$ cat config.mk
export PLATFORM = sky130hd
export DESIGN_NAME = epoch_seconds_to_calendar
export DESIGN_NICKNAME = d
export VERILOG_FILES = /design/src/hw/rtl/ecal_pkg.sv /design/src/hw/rtl/epoch_seconds_to_calendar.sv /design/src/hw/rtl/ecal_tod.sv /design/src/hw/rtl/ecal_date.sv
export SDC_FILE = /design/constraint.sdc
export NUM_CORES = 2
export LEC_CHECK = 0
export ABC_AREA = 0
export BUFFER_PORTS_ARGS = -buffer_cell sky130_fd_sc_hd__buf_4
export CAP_MARGIN = 30
export CORE_ASPECT_RATIO = 0.7
export CORE_MARGIN = 2
export CORE_UTILIZATION = 45
export CTS_BUF_LIST = sky130_fd_sc_hd__clkbuf_8
export DETAILED_ROUTE_END_ITERATION = 8
export PLACE_DENSITY = 0.7
export SYNTH_ARGS = -nofsm -noshare
export SYNTH_HDL_FRONTEND = slang
export SYNTH_HIERARCHICAL = 1
export SYNTH_SLANG_ARGS = --single-unit
$ cat constraint.sdc
create_clock -name clk -period 13.3 [get_ports clk]
set_input_delay 0.665 -clock clk [delete_from_list [all_inputs] [get_ports clk]]
set_output_delay 0.665 -clock clk [all_outputs]
set_load 0.005 [all_outputs]
$ cat src/hw/rtl/ecal_pkg.sv
`default_nettype none

package ecal_pkg;

    // widths of the fixed fields
    localparam int unsigned TS_W    = 32;
    localparam int unsigned YEAR_W  = 12;
    localparam int unsigned MONTH_W = 4;
    localparam int unsigned DAY_W   = 5;
    localparam int unsigned WDAY_W  = 3;
    localparam int unsigned HOUR_W  = 5;
    localparam int unsigned MIN_W   = 6;
    localparam int unsigned SEC_W   = 6;

    // internal quotient widths
    localparam int unsigned Q60_W   = 27;  // seconds / 60
    localparam int unsigned Q3600_W = 21;  // seconds / 3600
    localparam int unsigned DAYS_W  = 16;  // whole days since epoch
    localparam int unsigned WX_W    = 17;  // days + epoch weekday
    localparam int unsigned WQ_W    = 13;  // (days + 4) / 7
    localparam int unsigned DOE_W   = 18;  // day of 400-year era
    localparam int unsigned DOC_W   = 16;  // day of century
    localparam int unsigned Q4_W    = 5;   // four-year cycle in century
    localparam int unsigned REM4_W  = 11;  // day of four-year cycle
    localparam int unsigned DOY_W   = 9;   // day of march-based year

    // reciprocals for constant division
    localparam logic [63:0] RECIP_60   = 64'h0000_0000_8888_8889;  // >> 37
    localparam logic [63:0] RECIP_24   = 64'd1398102;              // >> 25
    localparam logic [63:0] RECIP_7    = 64'd149797;               // >> 20
    localparam logic [31:0] RECIP_1461 = 32'd45934;                // >> 26

    localparam logic [31:0] SECS_PER_MIN  = 32'd60;
    localparam logic [26:0] MINS_PER_HOUR = 27'd60;
    localparam logic [20:0] HOURS_PER_DAY = 21'd24;
    localparam logic [WX_W-1:0]  EPOCH_WEEKDAY = 17'd4;
    localparam logic [WX_W-1:0]  DAYS_PER_WEEK = 17'd7;
    localparam logic [WDAY_W-1:0] SUNDAY       = 3'd7;

    // 2000-03-01 as a day count from 1970-01-01, and the era length
    localparam logic [DAYS_W-1:0] ERA5_START   = 16'd11017;
    localparam logic [DOE_W-1:0]  ERA4_OFFSET  = 18'd135080;  // 146097 - 11017
    localparam logic [YEAR_W-1:0] ERA4_YEAR    = 12'd1600;
    localparam logic [YEAR_W-1:0] ERA5_YEAR    = 12'd2000;

    localparam logic [DOE_W-1:0]  DAYS_PER_CENT = 18'd36524;
    localparam logic [REM4_W-1:0] DAYS_PER_CYC  = 11'd1461;
    localparam logic [REM4_W-1:0] DAYS_COMMON   = 11'd365;
    localparam logic [3:0]        JAN_MP        = 4'd10;  // first month of next year

    typedef struct packed {
        logic                zero;
        logic [HOUR_W-1:0]   hour;
        logic [MIN_W-1:0]    minute;
        logic [SEC_W-1:0]    second;
    } ecal_tod_t;

    typedef struct packed {
        logic [YEAR_W-1:0]   year;
        logic [MONTH_W-1:0]  month;
        logic [DAY_W-1:0]    day_of_month;
        logic [WDAY_W-1:0]   weekday;
    } ecal_date_t;

    // first day of each month in a year that starts on march 1
    function automatic logic [DOY_W-1:0] month_start(input logic [3:0] mp);
        logic [DOY_W-1:0] r;
        case (mp)
            4'd0:    r = 9'd0;
            4'd1:    r = 9'd31;
            4'd2:    r = 9'd61;
            4'd3:    r = 9'd92;
            4'd4:    r = 9'd122;
            4'd5:    r = 9'd153;
            4'd6:    r = 9'd184;
            4'd7:    r = 9'd214;
            4'd8:    r = 9'd245;
            4'd9:    r = 9'd275;
            4'd10:   r = 9'd306;
            4'd11:   r = 9'd337;
            default: r = 9'd0;
        endcase
        return r;
    endfunction

endpackage

`default_nettype wire

$ cat src/hw/rtl/epoch_seconds_to_calendar.sv
// throughput: one word per cycle; the whole pipeline holds while m_tvalid
//   is high and m_tready is low
// reset: rst_n is asynchronous and active low; it clears the stage valid
//   bits only, so no output word appears until new input is taken
`default_nettype none

module epoch_seconds_to_calendar
    import ecal_pkg::*;
(
    input  wire logic        clk,
    input  wire logic        rst_n,

    // input stream
    input  wire logic        s_tvalid,
    output logic             s_tready,
    input  wire logic [31:0] s_tdata,   // [31:0] timestamp_seconds

    // output stream
    output logic             m_tvalid,
    input  wire logic        m_tready,
    output logic [47:0]      m_tdata    // [11:0] year, [15:12] month,
                                        // [20:16] day_of_month, [23:21] weekday,
                                        // [28:24] hour, [34:29] minute,
                                        // [40:35] second, [47:41] zero
);

    // one enable for every stage: the pipeline moves whenever the last
    // stage is empty or its word is being taken
    logic                 en;
    logic                 tod_valid;
    ecal_tod_t            tod;
    logic [DAYS_W-1:0]    days;
    ecal_tod_t            out_tod;
    ecal_date_t           out_date;

    assign en       = !m_tvalid || m_tready;
    assign s_tready = en;

    // seconds -> second, minute, hour and whole days
    // (three reciprocal multiplies, four stages)
    ecal_tod u_tod (
        .clk       (clk),
        .rst_n     (rst_n),
        .en        (en),
        .in_valid  (s_tvalid),
        .in_ts     (s_tdata[TS_W-1:0]),
        .out_valid (tod_valid),
        .out_tod   (tod),
        .out_days  (days)
    );

    // days -> weekday and gregorian year, month, day
    // (400-year era, century, four-year cycle, year, month; six stages)
    ecal_date u_date (
        .clk       (clk),
        .rst_n     (rst_n),
        .en        (en),
        .in_valid  (tod_valid),
        .in_days   (days),
        .in_tod    (tod),
        .out_valid (m_tvalid),
        .out_tod   (out_tod),
        .out_date  (out_date)
    );

    // pack the output word, first field in the low bits
    assign m_tdata = {7'd0,
                      out_tod.second,
                      out_tod.minute,
                      out_tod.hour,
                      out_date.weekday,
                      out_date.day_of_month,
                      out_date.month,
                      out_date.year};

endmodule

`default_nettype wire

$ cat src/hw/rtl/ecal_tod.sv
`default_nettype none

module ecal_tod
    import ecal_pkg::*;
(
    input  wire logic              clk,
    input  wire logic              rst_n,
    input  wire logic              en,
    input  wire logic              in_valid,
    input  wire logic [TS_W-1:0]   in_ts,
    output logic                   out_valid,
    output ecal_tod_t              out_tod,
    output logic [DAYS_W-1:0]      out_days
);

    logic [2:0]           vld_reg;

    // stage 1
    logic [63:0]          p60a;
    logic [Q60_W-1:0]     q60_next;
    logic [TS_W-1:0]      ts1_reg;
    logic [Q60_W-1:0]     q60_1_reg;

    // stage 2
    logic [63:0]          p60b;
    logic [TS_W-1:0]      sec_diff;
    logic [Q3600_W-1:0]   q3600_next;
    logic                 zero2_reg;
    logic [SEC_W-1:0]     sec2_reg;
    logic [Q60_W-1:0]     q60_2_reg;
    logic [Q3600_W-1:0]   q3600_2_reg;

    // stage 3
    logic [63:0]          p24;
    logic [Q60_W-1:0]     min_diff;
    logic [DAYS_W-1:0]    days_next;
    logic                 zero3_reg;
    logic [SEC_W-1:0]     sec3_reg;
    logic [MIN_W-1:0]     min3_reg;
    logic [Q3600_W-1:0]   q3600_3_reg;
    logic [DAYS_W-1:0]    days3_reg;

    // stage 4
    logic [Q3600_W-1:0]   hour_diff;
    ecal_tod_t            tod_next;
    ecal_tod_t            tod_reg;
    logic [DAYS_W-1:0]    days4_reg;

    assign p60a     = {32'd0, in_ts} * RECIP_60;
    assign q60_next = p60a[63:37];

    assign sec_diff   = ts1_reg - 32'(q60_1_reg) * SECS_PER_MIN;
    assign p60b       = {37'd0, q60_1_reg} * RECIP_60;
    assign q3600_next = p60b[57:37];

    assign min_diff  = q60_2_reg - 27'(q3600_2_reg) * MINS_PER_HOUR;
    assign p24       = {43'd0, q3600_2_reg} * RECIP_24;
    assign days_next = p24[40:25];

    assign hour_diff = q3600_3_reg - 21'(days3_reg) * HOURS_PER_DAY;

    always_comb
    begin
        tod_next.zero   = zero3_reg;
        tod_next.hour   = hour_diff[HOUR_W-1:0];
        tod_next.minute = min3_reg;
        tod_next.second = sec3_reg;
    end

    always_ff @(posedge clk or negedge rst_n)
    begin
        if (!rst_n)
        begin
            vld_reg   <= '0;
            out_valid <= 1'b0;
        end
        else if (en)
        begin
            vld_reg   <= {vld_reg[1:0], in_valid};
            out_valid <= vld_reg[2];
        end
    end

    always_ff @(posedge clk)
    begin
        if (en)
        begin
            ts1_reg     <= in_ts;
            q60_1_reg   <= q60_next;

            zero2_reg   <= (ts1_reg == '0);
            sec2_reg    <= sec_diff[SEC_W-1:0];
            q60_2_reg   <= q60_1_reg;
            q3600_2_reg <= q3600_next;

            zero3_reg   <= zero2_reg;
            sec3_reg    <= sec2_reg;
            min3_reg    <= min_diff[MIN_W-1:0];
            q3600_3_reg <= q3600_2_reg;
            days3_reg   <= days_next;

            tod_reg     <= tod_next;
            days4_reg   <= days3_reg;
        end
    end

    assign out_tod  = tod_reg;
    assign out_days = days4_reg;

endmodule

`default_nettype wire

$ cat src/hw/rtl/ecal_date.sv
`default_nettype none

module ecal_date
    import ecal_pkg::*;
(
    input  wire logic              clk,
    input  wire logic              rst_n,
    input  wire logic              en,
    input  wire logic              in_valid,
    input  wire logic [DAYS_W-1:0] in_days,
    input  wire ecal_tod_t         in_tod,
    output logic                   out_valid,
    output ecal_tod_t              out_tod,
    output ecal_date_t             out_date
);

    logic [4:0]           vld_reg;

    // stage 1: weekday quotient and era
    logic [WX_W-1:0]      wx_next;
    logic [63:0]          p7;
    logic                 era5_next;
    logic [DOE_W-1:0]     doe_next;
    ecal_tod_t            tod1_reg;
    logic [WX_W-1:0]      wx1_reg;
    logic [WQ_W-1:0]      wq1_reg;
    logic                 era5_1_reg;
    logic [DOE_W-1:0]     doe1_reg;

    // stage 2: weekday, century
    logic [WX_W-1:0]      wrem;
    logic [WDAY_W-1:0]    wd_next;
    logic [1:0]           cent_next;
    logic [DOE_W-1:0]     cent_base;
    logic [DOE_W-1:0]     doc_diff;
    ecal_tod_t            tod2_reg;
    logic [WDAY_W-1:0]    wd2_reg;
    logic                 era5_2_reg;
    logic [1:0]           cent2_reg;
    logic [DOC_W-1:0]     doc2_reg;

    // stage 3: four-year cycle
    logic [31:0]          p1461;
    ecal_tod_t            tod3_reg;
    logic [WDAY_W-1:0]    wd3_reg;
    logic                 era5_3_reg;
    logic [1:0]           cent3_reg;
    logic [DOC_W-1:0]     doc3_reg;
    logic [Q4_W-1:0]      q4_3_reg;

    // stage 4: day of cycle
    logic [DOC_W-1:0]     rem4_diff;
    ecal_tod_t            tod4_reg;
    logic [WDAY_W-1:0]    wd4_reg;
    logic                 era5_4_reg;
    logic [1:0]           cent4_reg;
    logic [Q4_W-1:0]      q4_4_reg;
    logic [REM4_W-1:0]    rem4_4_reg;

    // stage 5: year of cycle, day of year
    logic [1:0]           yr_next;
    logic [REM4_W-1:0]    yr_base;
    logic [REM4_W-1:0]    doy_diff;
    logic [YEAR_W-1:0]    ypart_next;
    ecal_tod_t            tod5_reg;
    logic [WDAY_W-1:0]    wd5_reg;
    logic [DOY_W-1:0]     doy5_reg;
    logic [YEAR_W-1:0]    ypart5_reg;

    // stage 6: month and day
    logic [3:0]           mp;
    logic [DOY_W-1:0]     day_diff;
    ecal_date_t           date_next;
    ecal_tod_t            tod6_reg;
    ecal_date_t           date6_reg;

    // weekday: 1970-01-01 was a thursday
    assign wx_next   = WX_W'(in_days) + EPOCH_WEEKDAY;
    assign p7        = {47'd0, wx_next} * RECIP_7;
    // days from 2000-03-01 or from 1600-03-01
    assign era5_next = (in_days >= ERA5_START);
    assign doe_next  = era5_next ? DOE_W'(in_days - ERA5_START)
                                 : DOE_W'(in_days) + ERA4_OFFSET;

    assign wrem    = wx1_reg - WX_W'(wq1_reg) * DAYS_PER_WEEK;
    assign wd_next = (wrem[WDAY_W-1:0] == '0) ? SUNDAY : wrem[WDAY_W-1:0];

    // only the last century of an era has a leap day at its end
    always_comb
    begin
        if (doe1_reg >= DOE_W'(3) * DAYS_PER_CENT)
            cent_next = 2'd3;
        else if (doe1_reg >= DOE_W'(2) * DAYS_PER_CENT)
            cent_next = 2'd2;
        else if (doe1_reg >= DAYS_PER_CENT)
            cent_next = 2'd1;
        else
            cent_next = 2'd0;
    end

    assign cent_base = DOE_W'(cent_next) * DAYS_PER_CENT;
    assign doc_diff  = doe1_reg - cent_base;

    assign p1461 = {16'd0, doc2_reg} * RECIP_1461;

    assign rem4_diff = doc3_reg - DOC_W'(q4_3_reg) * DOC_W'(DAYS_PER_CYC);

    // the fourth year of a cycle takes the leap day
    always_comb
    begin
        if (rem4_4_reg >= REM4_W'(3) * DAYS_COMMON)
            yr_next = 2'd3;
        else if (rem4_4_reg >= REM4_W'(2) * DAYS_COMMON)
            yr_next = 2'd2;
        else if (rem4_4_reg >= DAYS_COMMON)
            yr_next = 2'd1;
        else
            yr_next = 2'd0;
    end

    assign yr_base    = REM4_W'(yr_next) * DAYS_COMMON;
    assign doy_diff   = rem4_4_reg - yr_base;
    assign ypart_next = (era5_4_reg ? ERA5_YEAR : ERA4_YEAR)
                      + YEAR_W'(cent4_reg) * 12'd100
                      + {5'd0, q4_4_reg, 2'b00}
                      + YEAR_W'(yr_next);

    always_comb
    begin
        mp = 4'd0;
        for (int i = 1; i < 12; i++)
        begin
            if (doy5_reg >= month_start(4'(i)))
                mp = 4'(i);
        end
    end

    assign day_diff = doy5_reg - month_start(mp) + 9'd1;

    always_comb
    begin
        if (tod5_reg.zero)
        begin
            date_next = '0;
        end
        else
        begin
            date_next.year         = ypart5_reg + YEAR_W'(mp >= JAN_MP);
            date_next.month        = (mp >= JAN_MP) ? mp - 4'd9 : mp + 4'd3;
            date_next.day_of_month = day_diff[DAY_W-1:0];
            date_next.weekday      = wd5_reg;
        end
    end

    always_ff @(posedge clk or negedge rst_n)
    begin
        if (!rst_n)
        begin
            vld_reg   <= '0;
            out_valid <= 1'b0;
        end
        else if (en)
        begin
            vld_reg   <= {vld_reg[3:0], in_valid};
            out_valid <= vld_reg[4];
        end
    end

    always_ff @(posedge clk)
    begin
        if (en)
        begin
            tod1_reg   <= in_tod;
            wx1_reg    <= wx_next;
            wq1_reg    <= p7[32:20];
            era5_1_reg <= era5_next;
            doe1_reg   <= doe_next;

            tod2_reg   <= tod1_reg;
            wd2_reg    <= wd_next;
            era5_2_reg <= era5_1_reg;
            cent2_reg  <= cent_next;
            doc2_reg   <= doc_diff[DOC_W-1:0];

            tod3_reg   <= tod2_reg;
            wd3_reg    <= wd2_reg;
            era5_3_reg <= era5_2_reg;
            cent3_reg  <= cent2_reg;
            doc3_reg   <= doc2_reg;
            q4_3_reg   <= p1461[30:26];

            tod4_reg   <= tod3_reg;
            wd4_reg    <= wd3_reg;
            era5_4_reg <= era5_3_reg;
            cent4_reg  <= cent3_reg;
            q4_4_reg   <= q4_3_reg;
            rem4_4_reg <= rem4_diff[REM4_W-1:0];

            tod5_reg   <= tod4_reg;
            wd5_reg    <= wd4_reg;
            doy5_reg   <= doy_diff[DOY_W-1:0];
            ypart5_reg <= ypart_next;

            tod6_reg   <= tod5_reg;
            date6_reg  <= date_next;
        end
    end

    assign out_tod  = tod6_reg;
    assign out_date = date6_reg;

endmodule

`default_nettype wire

* Word level (Yosys, flattened, before mapping)
Memory sizes are Yosys's and may differ from the RTL's.
Index checks and enable logic that the tools add are counted.
W data, S select, Z words.
** Storage, ports and cells
- Flip-flop bits (word level) :: 427
- ROM bits :: 144
- Input bits :: 36
- Output and inout bits :: 50
- Memories :: 1
** Operators by class
- Add/sub/neg operators :: 18
- Multiply operators :: 13
- $lt $le $gt $ge :: 19
- Muxes and demuxes :: 20
- Reductions and logical operators :: 4
** Memories
- (no name shown) :: depth 16, bits a word 9, read ports 1, clocked after Yosys merged registers in 0, write ports 0, RTL line ecal_pkg.sv:68 : case (mp)
** Operator list (number)
- $mul A32 B32 Y64 const B :: 1
- $mul A27 B32 Y58 const B :: 1
- $mul A21 B20 Y40 const B :: 1
- $ge A18 B17 Y1 const B :: 2
- $ge A9 B8 Y1 const B :: 4
- $mul A17 B18 Y33 const B :: 1
- $logic_not A32 Y1 :: 1
- $mul A16 B15 Y30 const B :: 1
- $ge A9 B9 Y1 const B :: 3
- $mul A27 B4 Y4 const B :: 1
- $mul A21 B4 Y4 const B :: 1
- $mux W4 :: 5
- $add A16 B18 Y18 const B :: 1
- $ge A18 B16 Y1 const B :: 1
- $ge A9 B7 Y1 const B :: 2
- $mux W18 :: 1
- $add A16 B3 Y17 const B :: 1
- $sub A16 B14 Y17 const B :: 1
- $ge A16 B14 Y1 const B :: 1
- $mul A16 B2 Y2 const B :: 1
- $sub A16 B16 Y16 :: 1
- $mul A2 B14 Y14 const B :: 1
- $mul A13 B3 Y3 const B :: 1
- $add A12 B1 Y12 :: 1
- other kinds (27) :: 39

* Depth between registers and ports, before layout
An unclocked memory read counts as a cell.
- Depth after elaboration :: 15
- Depth in mapped cells :: 25
- Gate-level depth less buffers :: 25

* Hierarchy
The synthesis kept the hierarchy.
** By module, submodules not included
- ecal_tod :: instances 1, cells each 2652, area an instance 28419.8 µm², seq. area each 4934.7 µm²
- ecal_date :: instances 1, cells each 1591, area an instance 19138.4 µm², seq. area each 7567.3 µm²
- epoch_seconds_to_calendar :: instances 1, cells each 9, area an instance 62.6 µm², seq. area each 0.0 µm²

* Least setup slack after synthesis
No wires, ideal clock.
- Path type :: input to register
- Start point :: input m_tready
- End point :: register u_tod.out_valid
- Library setup time :: 119 ps
- Arrival :: 11923 ps
- Required time :: 13181 ps
- Setup slack :: 1258 ps
- Stages on the path :: 2
- Path buffers :: 0
- Path through :: nand2b_1 > mux2_2
** On the way
- Cells in the longest elaborated chain, start to end :: 1
** Ends and longest elaborated chain
- start, declared :: RTL line epoch_seconds_to_calendar.sv:20 : input wire logic m_tready,
- $logic_or A1 B1 Y1 :: RTL line epoch_seconds_to_calendar.sv:36 : assign en = !m_tvalid || m_tready;
- end signal, assigned :: RTL line ecal_tod.sv:80 : out_valid <= vld_reg[2];
- end, declared :: RTL line ecal_tod.sv:11 : output logic out_valid,
Every way passes these cells.
A chain may end at the register's enable or synchronous reset.

* Final worst setup path
- Start point :: register u_tod.q3600_2_reg[11]
- End point :: register u_tod.days3_reg[14], data pin
** On the way
- Cells in the longest elaborated chain, start to end :: 1
** Ends and longest elaborated chain
- start, declared :: RTL line ecal_tod.sv:31 : logic [Q3600_W-1:0] q3600_2_reg;
- start signal, assigned :: RTL line ecal_tod.sv:94 : q3600_2_reg <= q3600_next;
- $mul A21 B20 Y40 :: RTL line ecal_tod.sv:57 : assign p24 = {43'd0, q3600_2_reg} * RECIP_24;
- via u_tod.days_next[14] :: RTL line ecal_tod.sv:36 : logic [DAYS_W-1:0] days_next;
- end signal, assigned :: RTL line ecal_tod.sv:100 : days3_reg <= days_next;
- end, declared :: RTL line ecal_tod.sv:41 : logic [DAYS_W-1:0] days3_reg;
The timed path passes the listed nets, and every way through them passes these cells.

==> qor.txt <==
RUN STATUS
--------------------------------------------------------------------------------------------------------
Result of the run                                                                           finished clean

WORST HOLD PATH
--------------------------------------------------------------------------------------------------------
Worst hold path type                                                                              in2reg

FLOORPLAN
--------------------------------------------------------------------------------------------------------
Number of standard-cell rows in the floorplan                                                         99
Die area                                                                                      0.108 mm^2
Floorplan core area                                                                           0.105 mm^2
Starting density of the core                                                                       45.5%
Die outline width                                                                                 393 um
Die outline height                                                                                276 um
Number of primary I/O pins                                                                            86

ROUTE
--------------------------------------------------------------------------------------------------------
Vias after detailed routing                                                                       29,500
Starting DRC count in detailed routing                                                             1,873
Detailed Route WL                                                                                99.6 mm
Detail Route Antenna Nets                                                                              0
DRC violation count after routing                                                                      0
Drt wl/cell                                                                                      17.0 um
Number of search-and-repair iterations in the first detailed-routing pass                              5
Via count normalized by instance count                                                              5.04

TIMING
--------------------------------------------------------------------------------------------------------
Final critical-path share of the clock period                                                      54.6%
Shortest period the worst path allows                                                            7.27 ns
Pin slew with the least headroom to its limit                                                    1.06 ns
Final count of pins violating max slew                                                                 0
Worst clock skew on the final layout                                                           0.0263 ns
Final setup slack of the worst path                                                              6.03 ns
Upper clock frequency limit                                                                      138 MHz
Final setup violation count                                                                            0
Max transition margin                                                                              29.0%
Setup Total Neg Slack                                                                               0 ns
RSZ-0062 raised after global routing                                                               false
Final count of hold timing violations                                                                  0

PLACEMENT
--------------------------------------------------------------------------------------------------------
Post-place setup slack                                                                           5.46 ns
Post-DP HPWL                                                                                     84.3 mm
Number of port buffers                                                                                78
Final estimated routing congestion in global placement                                             0.943

LOGIC SYNTHESIS
--------------------------------------------------------------------------------------------------------
Gate Count Post-Synth                                                                              4,251
Netlist Area Pre-Place                                                                       0.0476 mm^2
Synth warn                                                                                             6
Average instance area after synthesis                                                          11.2 um^2

CRITICAL PATH
--------------------------------------------------------------------------------------------------------
Chain of cells forming the critical path                                                    ha_1 -> ha_1 -> fa_1 -> inv_1 -> fa_1 -> inv_1 -> fa_1 -> inv_1 -> fa_1 -> inv_1 -> fa_1 -> ha_1 -> a21o_1 -> a21o_1 -> a221o_1 -> a2111oi_4 -> o21ba_2 -> o31ai_2 -> o311a_1 -> or2_1 -> a21o_1 -> a211oi_2 -> nor2_1
Most used cell, CP                                                                          sky130_fd_sc_hd__fa_1
Worst endpoint required time                                                                    13.71 ns
Critical path capture point type                                                               flip-flop
Largest fanout of any net on the critical path                                                         7
CP max-delay cell                                                                           sky130_fd_sc_hd__edfxtp_1
Delay contributed by the slowest stage of the critical path                                      0.59 ns
Nature of the critical path startpoint                                                         flip-flop
Critical Setup Path Class                                                                        reg2reg
Worst EP arrival                                                                                 7.68 ns

CLOCK TREE
--------------------------------------------------------------------------------------------------------
Number of buffers created by CTS                                                                      71
Num Clock Sinks                                                                                      417
Post-CTS clock slew at the launch and capture registers of the worst setup and hold paths        0.08 ns
CTS Hold Buffers Added                                                                                 1
Worst-skew pair later-pin latency                                                                0.68 ns
Clk buf depth                                                                                          3
CTS root buf                                                                                sky130_fd_sc_hd__clkbuf_8
Level count of the clock H-tree                                                                        3
Quantity of gates resized following cts                                                                0
Post-CTS Setup Inserts                                                                                 0
TritonCTS clock tree                                                                                 yes

GRT
--------------------------------------------------------------------------------------------------------
Via count of the first global-routing pass                                                        30,100
Number of antenna violations at the first check in global routing                                      2
Gr usage total                                                                                     18.9%
Largest net degree at the start of global routing                                                    180
Global-route wire length before repair                                                            162 mm
Overall overflow remaining after global route                                                          0

LAYOUT
--------------------------------------------------------------------------------------------------------
Most common library cell in the layout ignoring fill and taps                               sky130_fd_sc_hd__inv_1
Filler cell count                                                                                  9,412
Multi-input logic area                                                                       0.0307 mm^2
Combined flip-flop and latch cell area                                                       0.0125 mm^2
Most frequent cells in the layout                                                           sky130_fd_sc_hd__inv_1, sky130_fd_sc_hd__ha_1, sky130_fd_sc_hd__fa_1
Flip-flop count of the largest register, all copies and words added                                   32
Number of nets in the finished design                                                              5,951
Share of final-layout standard cells stronger than drive strength 1                                4.93%
P&R area growth vs syn                                                                             7.82%

RUN
--------------------------------------------------------------------------------------------------------
Max cap viols                                                                                          0

routing by layer:
layer  share of wire, %  global-route usage, %  wire length (um)
met5                  0                      0                 0
met4                1.2                   3.16              1200
met3                6.6                   4.02              6610
met2                 40                   26.1             39900
met1                 52                   30.3             51800
cell type report:
cell class,count,share of cell area (%)
diodes,1,0.00488
clock buffers,74,1.98
clock inverters,55,0.780
inverters,1135,8.30
multi-input cells,2676,59.9
flip-flops and latches,417,24.3
well taps,1414,3.45
repair buffers,85,1.31
through the flow:
stage | hold WS [ns] | cell area, um^2 | utilization (%) | instances
finish | 0.239 | 51300 | 49.1 | 5857
global route | 0.181 | 51300 | 49.1 | 5857
CTS | 0.165 | 51300 | 49.1 | 5856
detailed placement | 0.405 | 49900 | 47.7 | 5726
global placement | 0.401 | 49800 | 47.7 | 5724
floorplan | 0.369 | 47600 | - | 4257
path summary, 6_finish.rpt:
check	startpoint	end	slack, ns	depth (start not counted)
max in group asynchronous	rst_n	u_date/vld_reg[4]	12.77	2
hold reg to reg	u_date/tod2_reg[1]	u_date/tod3_reg[1]	0.40	0
setup / recovery	u_tod/q3600_2_reg[11]	u_tod/days3_reg[14]	6.03	23
min in group asynchronous	rst_n	u_tod/vld_reg[1]	0.38	2
hold / removal	s_tdata[1]	u_tod/ts1_reg[1]	0.24	1
setup reg to reg	u_tod/q3600_2_reg[11]	u_tod/days3_reg[14]	6.03	23
worst max-delay path: cells and delay by family, from the launching register on:
family | cells | cell delay (ns)
fa+ha+maj | 8 | 3.67
compound gates | 9 | 2.25
flops | 1 | 0.59
simple gates | 2 | 0.30
buf+inv | 4 | 0.21
Power is left out: the tool's default activity adds up to more than one toggle a clock period on the data nets, which glitch-free logic cannot reach.
